<file path="config.mk">
export PLATFORM = sky130hd
export DESIGN_NAME = modular_exponentiation
export DESIGN_NICKNAME = d
export VERILOG_FILES = /design/src/hdl/modexp_pkg.sv /design/src/hdl/modexp_mulmod.sv /design/src/hdl/modular_exponentiation.sv
export SDC_FILE = /design/constraint.sdc
export NUM_CORES = 1
export LEC_CHECK = 0
export ABC_CLOCK_PERIOD_IN_PS = 12700
export BUFFER_PORTS_ARGS = -buffer_cell sky130_fd_sc_hd__buf_4
export CORE_ASPECT_RATIO = 1.75
export CORE_MARGIN = 10
export CORE_UTILIZATION = 60
export CTS_CLUSTER_DIAMETER = 50
export DETAILED_ROUTE_END_ITERATION = 7
export GPL_TIMING_DRIVEN = 0
export PLACE_DENSITY = 0.83
export SLEW_MARGIN = 20
export SYNTH_ARGS = -nofsm -noshare
export SYNTH_HDL_FRONTEND = slang
export SYNTH_SLANG_ARGS = --single-unit
</file>
<file path="constraint.sdc">
create_clock -name clk -period 12.7 [get_ports clk]
set_input_delay 0 -clock clk [delete_from_list [all_inputs] [get_ports clk]]
set_output_delay 0 -clock clk [all_outputs]
set_load 0.02 [all_outputs]
</file>
<file path="src/hdl/modexp_pkg.sv">
// Shared types, constants and microprogram for the modular exponentiation block.
package modexp_pkg;

  localparam int DATA_W   = 32;
  localparam int EXP_BITS = 32;
  localparam int CNT_W    = (EXP_BITS > 1) ? $clog2(EXP_BITS) : 1;
  localparam int MUL_CNT_W = $clog2(DATA_W);

  localparam logic [DATA_W-1:0] MODULUS_RESET = 32'd2130706433;

  typedef logic [2:0] pc_t;

  localparam pc_t PC_FETCH  = 3'd0;
  localparam pc_t PC_REDUCE = 3'd1;
  localparam pc_t PC_TEST   = 3'd2;
  localparam pc_t PC_MUL    = 3'd3;
  localparam pc_t PC_SQUARE = 3'd4;
  localparam pc_t PC_EMIT   = 3'd5;

  typedef enum logic {X_BASE, X_ACC} x_sel_t;
  typedef enum logic {Y_ONE, Y_BASE} y_sel_t;
  typedef enum logic {D_BASE, D_ACC} dest_t;
  typedef enum logic [1:0] {COND_NEVER, COND_ALWAYS, COND_BIT_CLEAR, COND_MORE} cond_t;

  typedef struct packed {
    logic   take_in;
    logic   mul;
    logic   shift;
    logic   emit;
    x_sel_t x_sel;
    y_sel_t y_sel;
    dest_t  dest;
    cond_t  cond;
    pc_t    target;
  } ctrl_word_t;

  typedef struct packed {
    logic              start;
    logic [DATA_W-1:0] x;
    logic [DATA_W-1:0] y;
  } mul_req_t;

  typedef struct packed {
    logic              done;
    logic [DATA_W-1:0] product;
  } mul_rsp_t;

  function automatic ctrl_word_t ucode(input pc_t pc);
    ctrl_word_t cw;
    cw = '{take_in: 1'b0, mul: 1'b0, shift: 1'b0, emit: 1'b0, x_sel: X_BASE,
           y_sel: Y_ONE, dest: D_BASE, cond: COND_ALWAYS, target: PC_FETCH};
    case (pc)
      PC_FETCH: begin
        cw.take_in = 1'b1;
        cw.cond    = COND_NEVER;
      end
      PC_REDUCE: begin
        cw.mul   = 1'b1;
        cw.x_sel = X_BASE;
        cw.y_sel = Y_ONE;
        cw.dest  = D_BASE;
        cw.cond  = COND_NEVER;
      end
      PC_TEST: begin
        cw.cond   = COND_BIT_CLEAR;
        cw.target = PC_SQUARE;
      end
      PC_MUL: begin
        cw.mul   = 1'b1;
        cw.x_sel = X_ACC;
        cw.y_sel = Y_BASE;
        cw.dest  = D_ACC;
        cw.cond  = COND_NEVER;
      end
      PC_SQUARE: begin
        cw.mul    = 1'b1;
        cw.shift  = 1'b1;
        cw.x_sel  = X_BASE;
        cw.y_sel  = Y_BASE;
        cw.dest   = D_BASE;
        cw.cond   = COND_MORE;
        cw.target = PC_TEST;
      end
      PC_EMIT: begin
        cw.emit   = 1'b1;
        cw.cond   = COND_ALWAYS;
        cw.target = PC_FETCH;
      end
      default: begin
        cw.cond   = COND_ALWAYS;
        cw.target = PC_FETCH;
      end
    endcase
    return cw;
  endfunction

endpackage

</file>
<file path="src/hdl/modexp_mulmod.sv">
// Bit-serial interleaved multiply and reduce unit, one multiplier bit per cycle.
module modexp_mulmod
  import modexp_pkg::*;
(
  input  logic              clk,
  input  logic              rst,
  input  logic [DATA_W-1:0] modulus,
  input  mul_req_t          req,
  output mul_rsp_t          rsp
);

  logic                 busy;
  logic                 done;
  logic [MUL_CNT_W-1:0] cnt;
  logic [DATA_W-1:0]    xs;
  logic [DATA_W-1:0]    r;
  logic [DATA_W:0]      m_ext;
  logic [DATA_W:0]      dbl;
  logic [DATA_W:0]      red1;
  logic [DATA_W:0]      sum;
  logic [DATA_W:0]      red2;

  always_comb begin
    m_ext = {1'b0, modulus};
    dbl   = {r, 1'b0};
    red1  = (dbl >= m_ext) ? dbl - m_ext : dbl;
    sum   = red1 + (xs[DATA_W-1] ? {1'b0, req.y} : '0);
    red2  = (sum >= m_ext) ? sum - m_ext : sum;
  end

  always_ff @(posedge clk) begin
    if (rst) begin
      busy <= 1'b0;
      done <= 1'b0;
      cnt  <= '0;
    end else begin
      done <= 1'b0;
      if (req.start) begin
        busy <= 1'b1;
        cnt  <= '0;
      end else if (busy) begin
        cnt <= cnt + 1'b1;
        if (cnt == MUL_CNT_W'(DATA_W - 1)) begin
          busy <= 1'b0;
          done <= 1'b1;
        end
      end
    end
  end

  always_ff @(posedge clk) begin
    if (req.start) begin
      xs <= req.x;
      r  <= '0;
    end else if (busy) begin
      xs <= {xs[DATA_W-2:0], 1'b0};
      r  <= red2[DATA_W-1:0];
    end
  end

  assign rsp.done    = done;
  assign rsp.product = r;

endmodule

</file>
<file path="src/hdl/modular_exponentiation.sv">
// Top level of the modular exponentiation block: microcoded sequencer and datapath.
//
// Computes base ** exponent mod modulus by right-to-left square-and-multiply.
// A six-word control program steps a small datapath through one base
// reduction and then, for each of the EXP_BITS exponent bits, an optional
// multiply into the accumulator and a squaring of the base. Every modular
// product comes from one shared bit-serial multiply-reduce unit, and the
// sequencer holds while it waits for a product, for input or for the
// output register. The next input is taken as soon as a result is loaded
// into the output register.
// A modulus of zero yields zero; write the modulus only while idle.
module modular_exponentiation
  import modexp_pkg::*;
(
  input  logic                clk,
  input  logic                rst,
  input  logic                modulus_wr_en,
  input  logic [DATA_W-1:0]   modulus_wr_data,
  input  logic                s_tvalid,
  output logic                s_tready,
  input  logic [2*DATA_W-1:0] s_tdata,   // base [31:0], exponent [63:32]
  output logic                m_tvalid,
  input  logic                m_tready,
  output logic [DATA_W-1:0]   m_tdata    // power [31:0]
);

  logic [DATA_W-1:0] modulus;
  pc_t               pc;
  pc_t               pc_next;
  ctrl_word_t        cw;
  logic              issued;
  logic              stall;
  logic              jump;
  logic [DATA_W-1:0] base_reg;
  logic [DATA_W-1:0] acc;
  logic [DATA_W-1:0] exp_reg;
  logic [CNT_W-1:0]  cnt;
  logic [DATA_W-1:0] one;
  logic [DATA_W-1:0] power;
  mul_req_t          mul_req;
  mul_rsp_t          mul_rsp;

  modexp_mulmod u_mulmod (
    .clk     (clk),
    .rst     (rst),
    .modulus (modulus),
    .req     (mul_req),
    .rsp     (mul_rsp)
  );

  always_comb begin
    cw    = ucode(pc);
    one   = (modulus == DATA_W'(1)) ? '0 : DATA_W'(1);
    stall = 1'b0;
    mul_req.start = 1'b0;
    mul_req.x = (cw.x_sel == X_ACC) ? acc : base_reg;
    mul_req.y = (cw.y_sel == Y_BASE) ? base_reg : one;
    if (cw.take_in && !s_tvalid) begin
      stall = 1'b1;
    end
    if (cw.mul) begin
      if (!issued) begin
        mul_req.start = 1'b1;
        stall = 1'b1;
      end else if (!mul_rsp.done) begin
        stall = 1'b1;
      end
    end
    if (cw.emit && m_tvalid && !m_tready) begin
      stall = 1'b1;
    end
    case (cw.cond)
      COND_NEVER:     jump = 1'b0;
      COND_ALWAYS:    jump = 1'b1;
      COND_BIT_CLEAR: jump = !exp_reg[0];
      COND_MORE:      jump = (cnt != CNT_W'(EXP_BITS - 1));
      default:        jump = 1'b0;
    endcase
    if (stall) begin
      pc_next = pc;
    end else if (jump) begin
      pc_next = cw.target;
    end else begin
      pc_next = pc + 1'b1;
    end
  end

  assign s_tready = cw.take_in;

  always_ff @(posedge clk) begin
    if (rst) begin
      modulus  <= MODULUS_RESET;
      pc       <= PC_FETCH;
      issued   <= 1'b0;
      m_tvalid <= 1'b0;
    end else begin
      if (modulus_wr_en) begin
        modulus <= modulus_wr_data;
      end
      pc <= pc_next;
      if (mul_req.start) begin
        issued <= 1'b1;
      end else if (cw.mul && mul_rsp.done) begin
        issued <= 1'b0;
      end
      if (cw.emit && !stall) begin
        m_tvalid <= 1'b1;
      end else if (m_tvalid && m_tready) begin
        m_tvalid <= 1'b0;
      end
    end
  end

  always_ff @(posedge clk) begin
    if (cw.take_in && s_tvalid) begin
      base_reg <= s_tdata[DATA_W-1:0];
      exp_reg  <= s_tdata[2*DATA_W-1:DATA_W];
      acc      <= one;
      cnt      <= '0;
    end
    if (cw.mul && issued && mul_rsp.done) begin
      if (cw.dest == D_ACC) begin
        acc <= mul_rsp.product;
      end else begin
        base_reg <= mul_rsp.product;
      end
      if (cw.shift) begin
        exp_reg <= {1'b0, exp_reg[DATA_W-1:1]};
        cnt     <= cnt + 1'b1;
      end
    end
    if (cw.emit && !stall) begin
      power <= (modulus == '0) ? '0 : acc;
    end
  end

  assign m_tdata = power;

endmodule
</file>
==> impl_metrics.json, run 1 <==
{
  "status": "finished clean",
  "synth_edf_count": 64,
  "n_fill_cell": 1717,
  "die_x_microns": 141.5,
  "antenna_found_initial": 0,
  "skew_ns": 0.01282,
  "endpoint_kind": "flop",
  "grt.busiest_layer": "met2",
  "yosysTopAreaCellShare": 0.2284,
  "pwr-share-comb": 0.655,
  "period_share": 0.6956,
  "cp-start-kind": "flop",
  "fmax_ghz": 0.1132,
  "rsz0062_at_grt": "false",
  "drive_gt1_frac": 0.1004,
  "viasPerCell": 6.320,
  "drt_iter0_markers": 1416,
  "postCtsResizedCells": 0,
  "gp_congestion": 0.9806,
  "grt_pass1_vias": 15770,
  "hold_viol": 0,
  "max_stage_delay_ns": 0.93,
  "power.density_mw_per_mm2": 321.5,
  "crit_path_frequent_cell": "a21oi_1",
  "cts_tree": "done",
  "dp_hpwl_mm": 37.73,
  "netlist_top_cells_count": "nand2_1, o21ai_0, dfxtp_1",
  "cp.arrival_ns": 9.25,
  "dieArea_sq_mm": 0.03294,
  "tns_ns": 0,
  "peakVddDrop_uv": 197.5,
  "use_met3": 0.05446,
  "drt-total-wl_mm": 53.78,
  "ys_ff_latch": 241,
  "clkTransAtPathRegs_ns": 0.06,
  "ant_nets": 0,
  "cp_slowest_cell": "o311ai_1",
  "clock_sinks": 241,
  "cts-root-buf": "clkbuf_16",
  "synth.area.top_cells": "dfxtp_1, edfxtp_1, mux2i_1, ha_1, o21ai_0",
  "synthesis.area_sq_mm": 0.01551,
  "cp_num_buf_inv": 3,
  "start_util": 0.6122,
  "worst_path_dominant_cell_family": "compound AO/OA/AOI/OAI gates",
  "row_count": 77,
  "postPlaceCellArea_sq_mm": 0.01692,
  "grtUsageTotal": 0.3134,
  "place_ws_ns": 4.313,
  "async_flop_share": 0,
  "crit_fanout": 10,
  "ios": 135,
  "min_path_type": "input pin to flop",
  "yosysWarningCount": 0,
  "stdcell_area_sq_mm": 0.01909,
  "synth_top_flop_cell": "dfxtp_1",
  "dp.cells": 2272,
  "leakage_nw": 8.423,
  "setup_viol": 0,
  "grt_pass1_wl_mm": 82.39,
  "synth.most_common_cell": "nand2_1",
  "grtUsageMet1": 0.2991,
  "htree_num_levels": 1,
  "insertion_delay_ns": 0.56,
  "holdWs_ns": 0.1364,
  "num_antenna_cells": 0,
  "switching_share": 0.4925,
  "crit_type": "flop to flop",
  "die_h_microns": 232.7,
  "final_cells": 2447,
  "cts_buffers": 26,
  "total_power_mw": 6.139,
  "avgSynthCellArea_sq_um": 8.514,
  "seq_power_share": 0.216,
  "port_buffers": 133,
  "p_sw_mw": 3.023,
  "fin_ws_ns": 3.865,
  "worst_pin_slew_ns": 1.017,
  "nets": 2323,
  "dr.pass1.iters": 6,
  "vias": 15460,
  "met2_usage": 0.5491,
  "internal_power_mw": 3.115,
  "clock_path_buffers": 3,
  "finalMaxSlewViolations": 0,
  "core_area_sq_mm": 0.02534,
  "yosysTopAreaCell": "dfxtp_1",
  "critPathRequiredTime_ns": 13.11,
  "syn_inst": 1822,
  "yosys.cell_types.count": 81,
  "route.detailed.drc": 0,
  "grt_max_degree": 33,
  "grt_overflow": 0,
  "relSlewSlack": 0.3112,
  "ys_seq_area_frac": 0.3523,
  "pwr-share-clk": 0.129,
  "routedWlPerCell_microns": 21.98,
  "drv_cap": 0,
  "synth_nets": 2031,
  "fin_util": 0.7535,
  "post-route-min-period_ns": 8.835,
  "syn_to_final_growth_pct": 23.08
}
cells by family after synthesis:
logic type                 Yosys count  synth area share
adders and majority gates          108           0.08856
xor gates and xnor gates            87           0.04912
muxes                              159            0.1044
and+or+nand+nor                    584            0.1782
DFF                                241            0.3523
buffers and inverters              155           0.03960
AOI/OAI and AO/OA                  488            0.1879
final timing paths:
| path | from | to | slack (ns) | cells after the start |
|---|---|---|---|---|
| min | rst | u_mulmod.cnt[4]$_SDFFE_PP0P_ | 0.14 | 4 |
| max | modulus[21]$_SDFFE_PP0P_ | u_mulmod.r[25]$_SDFFE_PP0P_ | 3.87 | 30 |
| min reg2reg | exp_reg[21]$_DFF_P_ | exp_reg[20]$_DFF_P_ | 0.46 | 2 |
| max reg2reg | modulus[21]$_SDFFE_PP0P_ | u_mulmod.r[25]$_SDFFE_PP0P_ | 3.87 | 30 |
cells in the final DEF, fill, tap and decap left out, drive strengths merged, types with 10 or more instances in the layout:
cell and count:
nand2 243, a21oi 136, inv 67, nor3 33, buf 151, nand3 24, nor2 109, a31oi 12
a21o 27, nand4 19, dfxtp 177, and3 18, o211ai 16, nor2b 44, a211oi 10, clkbuf 104
and2 39, o21ai 204, xor2 23, ha 105, edfxtp 64, dlygate4sd3 130, o21bai 14, nand2b 21
xnor2 64, mux2 12, mux2i 147
power groups by stage:
stage / clock network, mW / logic, mW / registers (mW)
floorplan: 0 / 2.89 / 1.21
global placement: 0 / 3.63 / 1.31
detailed placement: 0 / 3.74 / 1.32
CTS: 0.783 / 3.81 / 1.31
global route: 0.818 / 4.32 / 1.33
finish: 0.792 / 4.02 / 1.33
worst min-delay path: cells and delay by family:
family                 cells  cell delay [ns]
AND/OR/NAND/NOR            2             0.33
buffers and inverters      2             0.31
final cells by class:
type / count / area (sq um) / share of cell area
plain buffers: 90 / 370.4 / 0.01940
clock buffers: 31 / 679.4 / 0.03558
clock inverters: 14 / 183.9 / 0.009633
inverters: 65 / 244.0 / 0.01278
multi-input cells: 1426 / 9448 / 0.4948
flip-flops and latches: 241 / 5465 / 0.2862
well taps: 316 / 395.4 / 0.02071
repair buffers: 264 / 2307 / 0.1208
layer usage:
layer,wire length [microns],vias up,share of wire
li1,-,7089,-
met1,17630,7222,0.33
met2,26880,833,0.50
met3,3419,320,0.064
met4,5860,0,0.11
met5,0,-,0
what timing repair did:
item | in CTS | in global routing
hold buffers | 130 | 0
hold endpoints to repair | 103 | 0
buffers inserted | 0 | 0
No activity file was read; power rests on OpenSTA's default activity.
==> run 2, diff against run 1 <==
- ABC_CLOCK_PERIOD_IN_PS: 12700 -> 7300
- CORE_UTILIZATION: 60 -> 55
- PLACE_DENSITY: 0.83 -> 0.8
- clock period: 12.7 -> 7.3 ns (I/O delays scaled with it)
==> impl_metrics.json, run 2 (synthesis gave the netlist of run 1 again) <==
{
  "status": "finished, violations left",
  "violations": "setup timing",
  "htree_num_levels": 1,
  "peakVddDrop_uv": 360.2,
  "hold_depth": 3,
  "internal_power_mw": 5.740,
  "viasPerCell": 6.058,
  "skew_ns": 0.01827,
  "cts_tree": "done",
  "drv_cap": 0,
  "fin_util": 0.7083,
  "num_antenna_cells": 0,
  "die_x_microns": 147.0,
  "grt_pass1_wl_mm": 81.32,
  "worst-r2r-setup-slack_ns": -0.01,
  "critPathRequiredTime_ns": 7.70,
  "crit_type": "flop to flop",
  "nets": 2330,
  "n_fill_cell": 2004,
  "period_share": 1.002,
  "clkTransAtPathRegs_ns": 0.06,
  "setup_viol": 2,
  "worst_pin_slew_ns": 0.9355,
  "dp_hpwl_mm": 38.91,
  "grtUsageTotal": 0.2846,
  "insertion_delay_ns": 0.55,
  "postPlaceCellArea_sq_mm": 0.01699,
  "grt_max_degree": 33,
  "dr.pass1.iters": 6,
  "regToRegEndpoint": "u_mulmod.r[20]$_SDFFE_PP0P_",
  "total_power_mw": 11.13,
  "seq_power_share": 0.208,
  "core_area_sq_mm": 0.02787,
  "fin_ws_ns": -0.01303,
  "clock_path_buffers": 3,
  "endpoint_kind": "flop",
  "crit_fanout": 10,
  "clock_sinks": 241,
  "ios": 135,
  "regArea_sq_mm": 0.005473,
  "port_buffers": 133,
  "relSlewSlack": 0.3763,
  "antenna_found_initial": 0,
  "r2r-start": "modulus[14]$_SDFFE_PP0P_",
  "min_to": "modulus[20]$_SDFFE_PP0P_",
  "post-route-min-period_ns": 7.313,
  "switching_share": 0.4841,
  "cp-start-kind": "flop",
  "max_stage_delay_ns": 0.44,
  "fmax_ghz": 0.1367,
  "ant_nets": 0,
  "hold_viol": 0,
  "stdcell_area_sq_mm": 0.01974,
  "row_count": 81,
  "ff2ff_path_depth": 32,
  "finalMaxSlewViolations": 0,
  "vias": 15210,
  "drt_iter0_markers": 1171,
  "pwr-share-comb": 0.674,
  "syn_to_final_growth_pct": 27.25,
  "cts_buffers": 25,
  "grt_overflow": 0,
  "min_from": "rst",
  "cts-root-buf": "clkbuf_16",
  "power.density_mw_per_mm2": 563.6,
  "drt-total-wl_mm": 53.93,
  "route.detailed.drc": 0,
  "start_util": 0.5566,
  "mostFrequentLayoutCells": "nand2_1, o21ai_0, dfxtp_1",
  "cp_slowest_cell": "xor2_1",
  "min_path_type": "input pin to flop",
  "cp.arrival_ns": 7.71,
  "dieArea_sq_mm": 0.03559,
  "die_h_microns": 242.2,
  "multi_input_area_sq_mm": 0.009918,
  "routedWlPerCell_microns": 21.48,
  "layout_commonest_cell": "nand2_1",
  "gp_congestion": 0.9526,
  "p_sw_mw": 5.386,
  "holdWs_ns": 0.01717,
  "leakage_nw": 8.607,
  "pwr-share-clk": 0.119,
  "tns_ns": -0.01550,
  "drive_gt1_frac": 0.1431,
  "grt_pass1_vias": 15550
}
## run 2: critical path: cells and delay by family (launching register included)
family          cells  cell delay [ns]
fa+ha+maj           3             1.04
mux                 1             0.18
flops               1             0.37
simple gates        7             1.12
buf+inv             7             1.13
xor+xnor            1             0.44
compound gates     13             2.87
## run 2: cell type report
type	instances	area share
plain buffers	88	0.02022
clock buffers	31	0.03385
clock inverters	13	0.007923
inverters	65	0.01236
multi-input cells	1426	0.5024
flip-flops and latches	241	0.2772
well taps	373	0.02364
repair buffers	274	0.1223
## run 2: routing by layer
metal | track usage | wire, microns | up-vias
li1 | - | - | 7098
met1 | 0.2658 | 18000 | 7127
met2 | 0.5167 | 27500 | 673
met3 | 0.03534 | 2621 | 314
met4 | 0.2730 | 5806 | 0
met5 | 0 | 0 | -
## run 2: worst max-delay path by stage
stage                        startpoint                     endpoint  slack [ns]
2_1_floorplan   modulus[1]$_SDFFE_PP0P_  u_mulmod.r[30]$_SDFFE_PP0P_        0.71
3_3_place_gp   modulus[21]$_SDFFE_PP0P_  u_mulmod.r[30]$_SDFFE_PP0P_       -1.38
3_5_place_dp   modulus[21]$_SDFFE_PP0P_  u_mulmod.r[30]$_SDFFE_PP0P_       -1.39
4_1_cts        modulus[21]$_SDFFE_PP0P_  u_mulmod.r[20]$_SDFFE_PP0P_        0.01
5_1_grt        modulus[14]$_SDFFE_PP0P_  u_mulmod.r[27]$_SDFFE_PP0P_       -0.24
6_report       modulus[14]$_SDFFE_PP0P_  u_mulmod.r[20]$_SDFFE_PP0P_       -0.01
## run 2: power groups by stage
stage	Sequential, mW	Clock, mW	Combinational (mW)
floorplan	2.11	0	5.02
detailed placement	2.31	0	6.55
finish	2.31	1.32	7.49
global placement	2.30	0	6.39
CTS	2.28	1.32	6.76
global route	2.33	1.37	8.05
## run 2: metrics by stage
stage | setup WS, ns | instances
detailed placement | -1.388 | 2329
global route | -0.2353 | 2511
CTS | 0.01453 | 2502
global placement | -1.382 | 2328
finish | -0.01303 | 2511
floorplan | 0.7147 | 1822
## run 2: timing repair
action	in CTS	in global routing
hold endpoints to repair	103	0
hold buffers	125	0
setup endpoints to repair	32	32
pin swaps	3	18
gates resized for setup	28	92
gates cloned	0	3
buffers inserted	4	8
==> run 3, diff against run 2 <==
- ABC_AREA: unset -> 1
- CORE_UTILIZATION: 55 -> 56
- PLACE_DENSITY: 0.8 -> 0.81
==> impl_metrics.json, run 3 <==
{
  "grtUsageTotal": 0.3534,
  "grt_pass1_wl_mm": 101.8,
  "port_buffers": 133,
  "place_ws_ns": 0.2149,
  "drt_iter0_markers": 1380,
  "internal_power_mw": 4.456,
  "dp_hpwl_mm": 53.40,
  "grt_pass1_vias": 18650,
  "r2r-start": "modulus[16]$_SDFFE_PP0P_",
  "die_h_microns": 248.4,
  "worst_path_dominant_cell_family": "simple AND/OR/NAND/NOR gates",
  "peakVddDrop_uv": 470.6,
  "avgSynthCellArea_sq_um": 6.613,
  "drv_cap": 0,
  "cp-start-kind": "flop",
  "syn_inst": 2524,
  "synth_top_flop_cell": "dfxtp_1",
  "antenna_found_initial": 0,
  "htree_num_levels": 1,
  "netlist_top_cells_count": "nand2_1, inv_1, o21ai_0",
  "ys_ff_latch": 241,
  "pwr-share-clk": 0.139,
  "num_antenna_cells": 0,
  "relSlewSlack": 0.3107,
  "synth.most_common_cell": "nand2_1",
  "total_power_mw": 9.253,
  "pwr-share-comb": 0.637,
  "worst-r2r-setup-slack_ns": 0.35,
  "clkTransAtPathRegs_ns": 0.06,
  "yosysTopAreaCellShare": 0.2123,
  "setup_viol": 0,
  "crit_fanout": 10,
  "cp_num_buf_inv": 6,
  "gp_congestion": 1.132,
  "insertion_delay_ns": 0.55,
  "start_util": 0.5680,
  "viasPerCell": 5.793,
  "yosysTopAreaCell": "dfxtp_1",
  "clock_path_buffers": 3,
  "finalMaxSlewViolations": 0,
  "critPathRequiredTime_ns": 7.73,
  "switching_share": 0.5185,
  "hold_depth": 4,
  "status": "finished clean",
  "crit_path_frequent_cell": "nand2_1",
  "dr.pass1.iters": 8,
  "period_share": 0.9519,
  "core_area_sq_mm": 0.02939,
  "syn_to_final_growth_pct": 19.99,
  "synth_edf_count": 64,
  "ys_seq_area_frac": 0.3274,
  "clock_sinks": 241,
  "worst_pin_slew_ns": 1.030,
  "ios": 135,
  "rsz0062_at_grt": "false",
  "power.density_mw_per_mm2": 462.0,
  "wl_met3_mm": 4.302,
  "cp.arrival_ns": 7.37,
  "nets": 2993,
  "dr_wl_met2_mm": 35.69,
  "wl_met1_mm": 21.09,
  "crit_type": "flop to flop",
  "routedWlPerCell_microns": 21.27,
  "synthesis.area_sq_mm": 0.01669,
  "vias": 18440,
  "skew_ns": 0.02152,
  "cp_slowest_cell": "ha_1",
  "min_path_type": "input pin to flop",
  "layout_commonest_cell": "nand2_1",
  "drt-total-wl_mm": 67.72,
  "leakage_nw": 9.596,
  "ff2ff_path_depth": 34,
  "die_x_microns": 150.5,
  "post-route-min-period_ns": 6.949,
  "grt_overflow": 0,
  "cts-root-buf": "clkbuf_16",
  "route.detailed.drc": 0,
  "grt_max_degree": 33,
  "endpoint_kind": "flop",
  "dieArea_sq_mm": 0.03739,
  "tns_ns": 0,
  "async_flop_share": 0,
  "yosysWarningCount": 0,
  "max_stage_delay_ns": 0.37,
  "seq_power_share": 0.225,
  "drive_gt1_frac": 0.07923,
  "fmax_ghz": 0.1439,
  "hold_viol": 0,
  "row_count": 83,
  "yosys.cell_types.count": 47,
  "top_layer": "met4",
  "synth_nets": 2733,
  "min_to": "modulus[1]$_SDFFE_PP0P_",
  "mostFrequentLayoutCells": "nand2_1, inv_1, o21ai_0",
  "fin_ws_ns": 0.3512,
  "min_from": "rst",
  "cts_tree": "done",
  "regToRegEndpoint": "u_mulmod.r[30]$_SDFFE_PP0P_",
  "synth.area.top_cells": "dfxtp_1, nand2_1, edfxtp_1, o21ai_0, inv_1",
  "ant_nets": 0,
  "p_sw_mw": 4.797,
  "cts_buffers": 24
}
[run 3: kinds of logic (layout without fill, tap and decap cells)]
family,Yosys count,in the layout,synth area share
XOR/XNOR,75,75,0.03935
flip-flops,241,241,0.3274
buffers and inverters,455,733,0.1053
AND/OR/NAND/NOR,1107,1107,0.2764
adder cells (fa/ha/maj),108,108,0.08230
AO/OA/AOI/OAI,537,537,0.1686
multiplexers,1,1,0.0005997
[run 3: cell type report]
class / instances / area, sq um
Inverter: 366 / 1374
Sequential cell: 241 / 5465
Clock buffer: 32 / 671.9
Fill cell: 2564 / 9360
Tap cell: 382 / 478.0
Multi-Input combinational cell: 1828 / 9498
Timing Repair Buffer: 234 / 2019
Clock inverter: 12 / 132.6
Buffer: 89 / 390.4
[run 3: layer usage]
layer	up-vias	GRT usage
met5	-	0
met4	0	0.3038
met3	324	0.05069
met2	953	0.6741
met1	8422	0.3127
li1	8745	-
[run 3: worst reg2reg max path, delay by kind of cell (launching register included)]
family	cells	cell delay, ns
DFF	1	0.30
buffers and inverters	6	1.26
AOI/OAI and AO/OA	5	0.99
adders and majority gates	3	1.06
xor gates and xnor gates	1	0.31
and+or+nand+nor	19	2.90
[run 3: power groups by stage]
stage          clock [mW]  combinational, mW  sequential [mW]
6_report             1.28               5.89             2.08
3_5_place_dp            0               5.62             2.08
2_1_floorplan           0               4.05             1.98
4_1_cts              1.27               5.70             2.05
5_1_grt              1.33               6.49             2.10
3_3_place_gp            0               5.51             2.07
[run 3: what timing repair did]
item / CTS / global route
hold buffers: 100 / 0
buffers inserted: 0 / 0
endpoints found under the hold margin: 98 / 0
resized for setup: 0 / 14
endpoints found under the setup margin: 0 / 32
[run 3: worst max path at each step]
| stage | end | slack (ns) | start | cells after the start |
|---|---|---|---|---|
| after floorplan | u_mulmod.r[0]$_SDFFE_PP0P_ | 2.33 | modulus[1]$_SDFFE_PP0P_ | 40 |
| after detailed placement | u_mulmod.r[30]$_SDFFE_PP0P_ | 0.21 | modulus[1]$_SDFFE_PP0P_ | 41 |
| final | u_mulmod.r[30]$_SDFFE_PP0P_ | 0.35 | modulus[16]$_SDFFE_PP0P_ | 34 |
| after global routing | u_mulmod.r[30]$_SDFFE_PP0P_ | 0.004 | modulus[12]$_SDFFE_PP0P_ | 33 |
| after CTS | u_mulmod.r[30]$_SDFFE_PP0P_ | 0.20 | modulus[1]$_SDFFE_PP0P_ | 41 |
| after global placement | u_mulmod.r[30]$_SDFFE_PP0P_ | 0.29 | modulus[1]$_SDFFE_PP0P_ | 41 |
[run 3: through the flow]
step                area, sq um  std cells    util  hold slack [ns]
global route              20030       3184  0.6815          0.08957
detailed placement        18200       3040  0.6194           0.2289
floorplan                 16690       2524       -          0.09972
global placement          18170       3039  0.6182           0.2140
finish                    20030       3184  0.6815          0.09242
CTS                       20010       3184  0.6808          0.05466
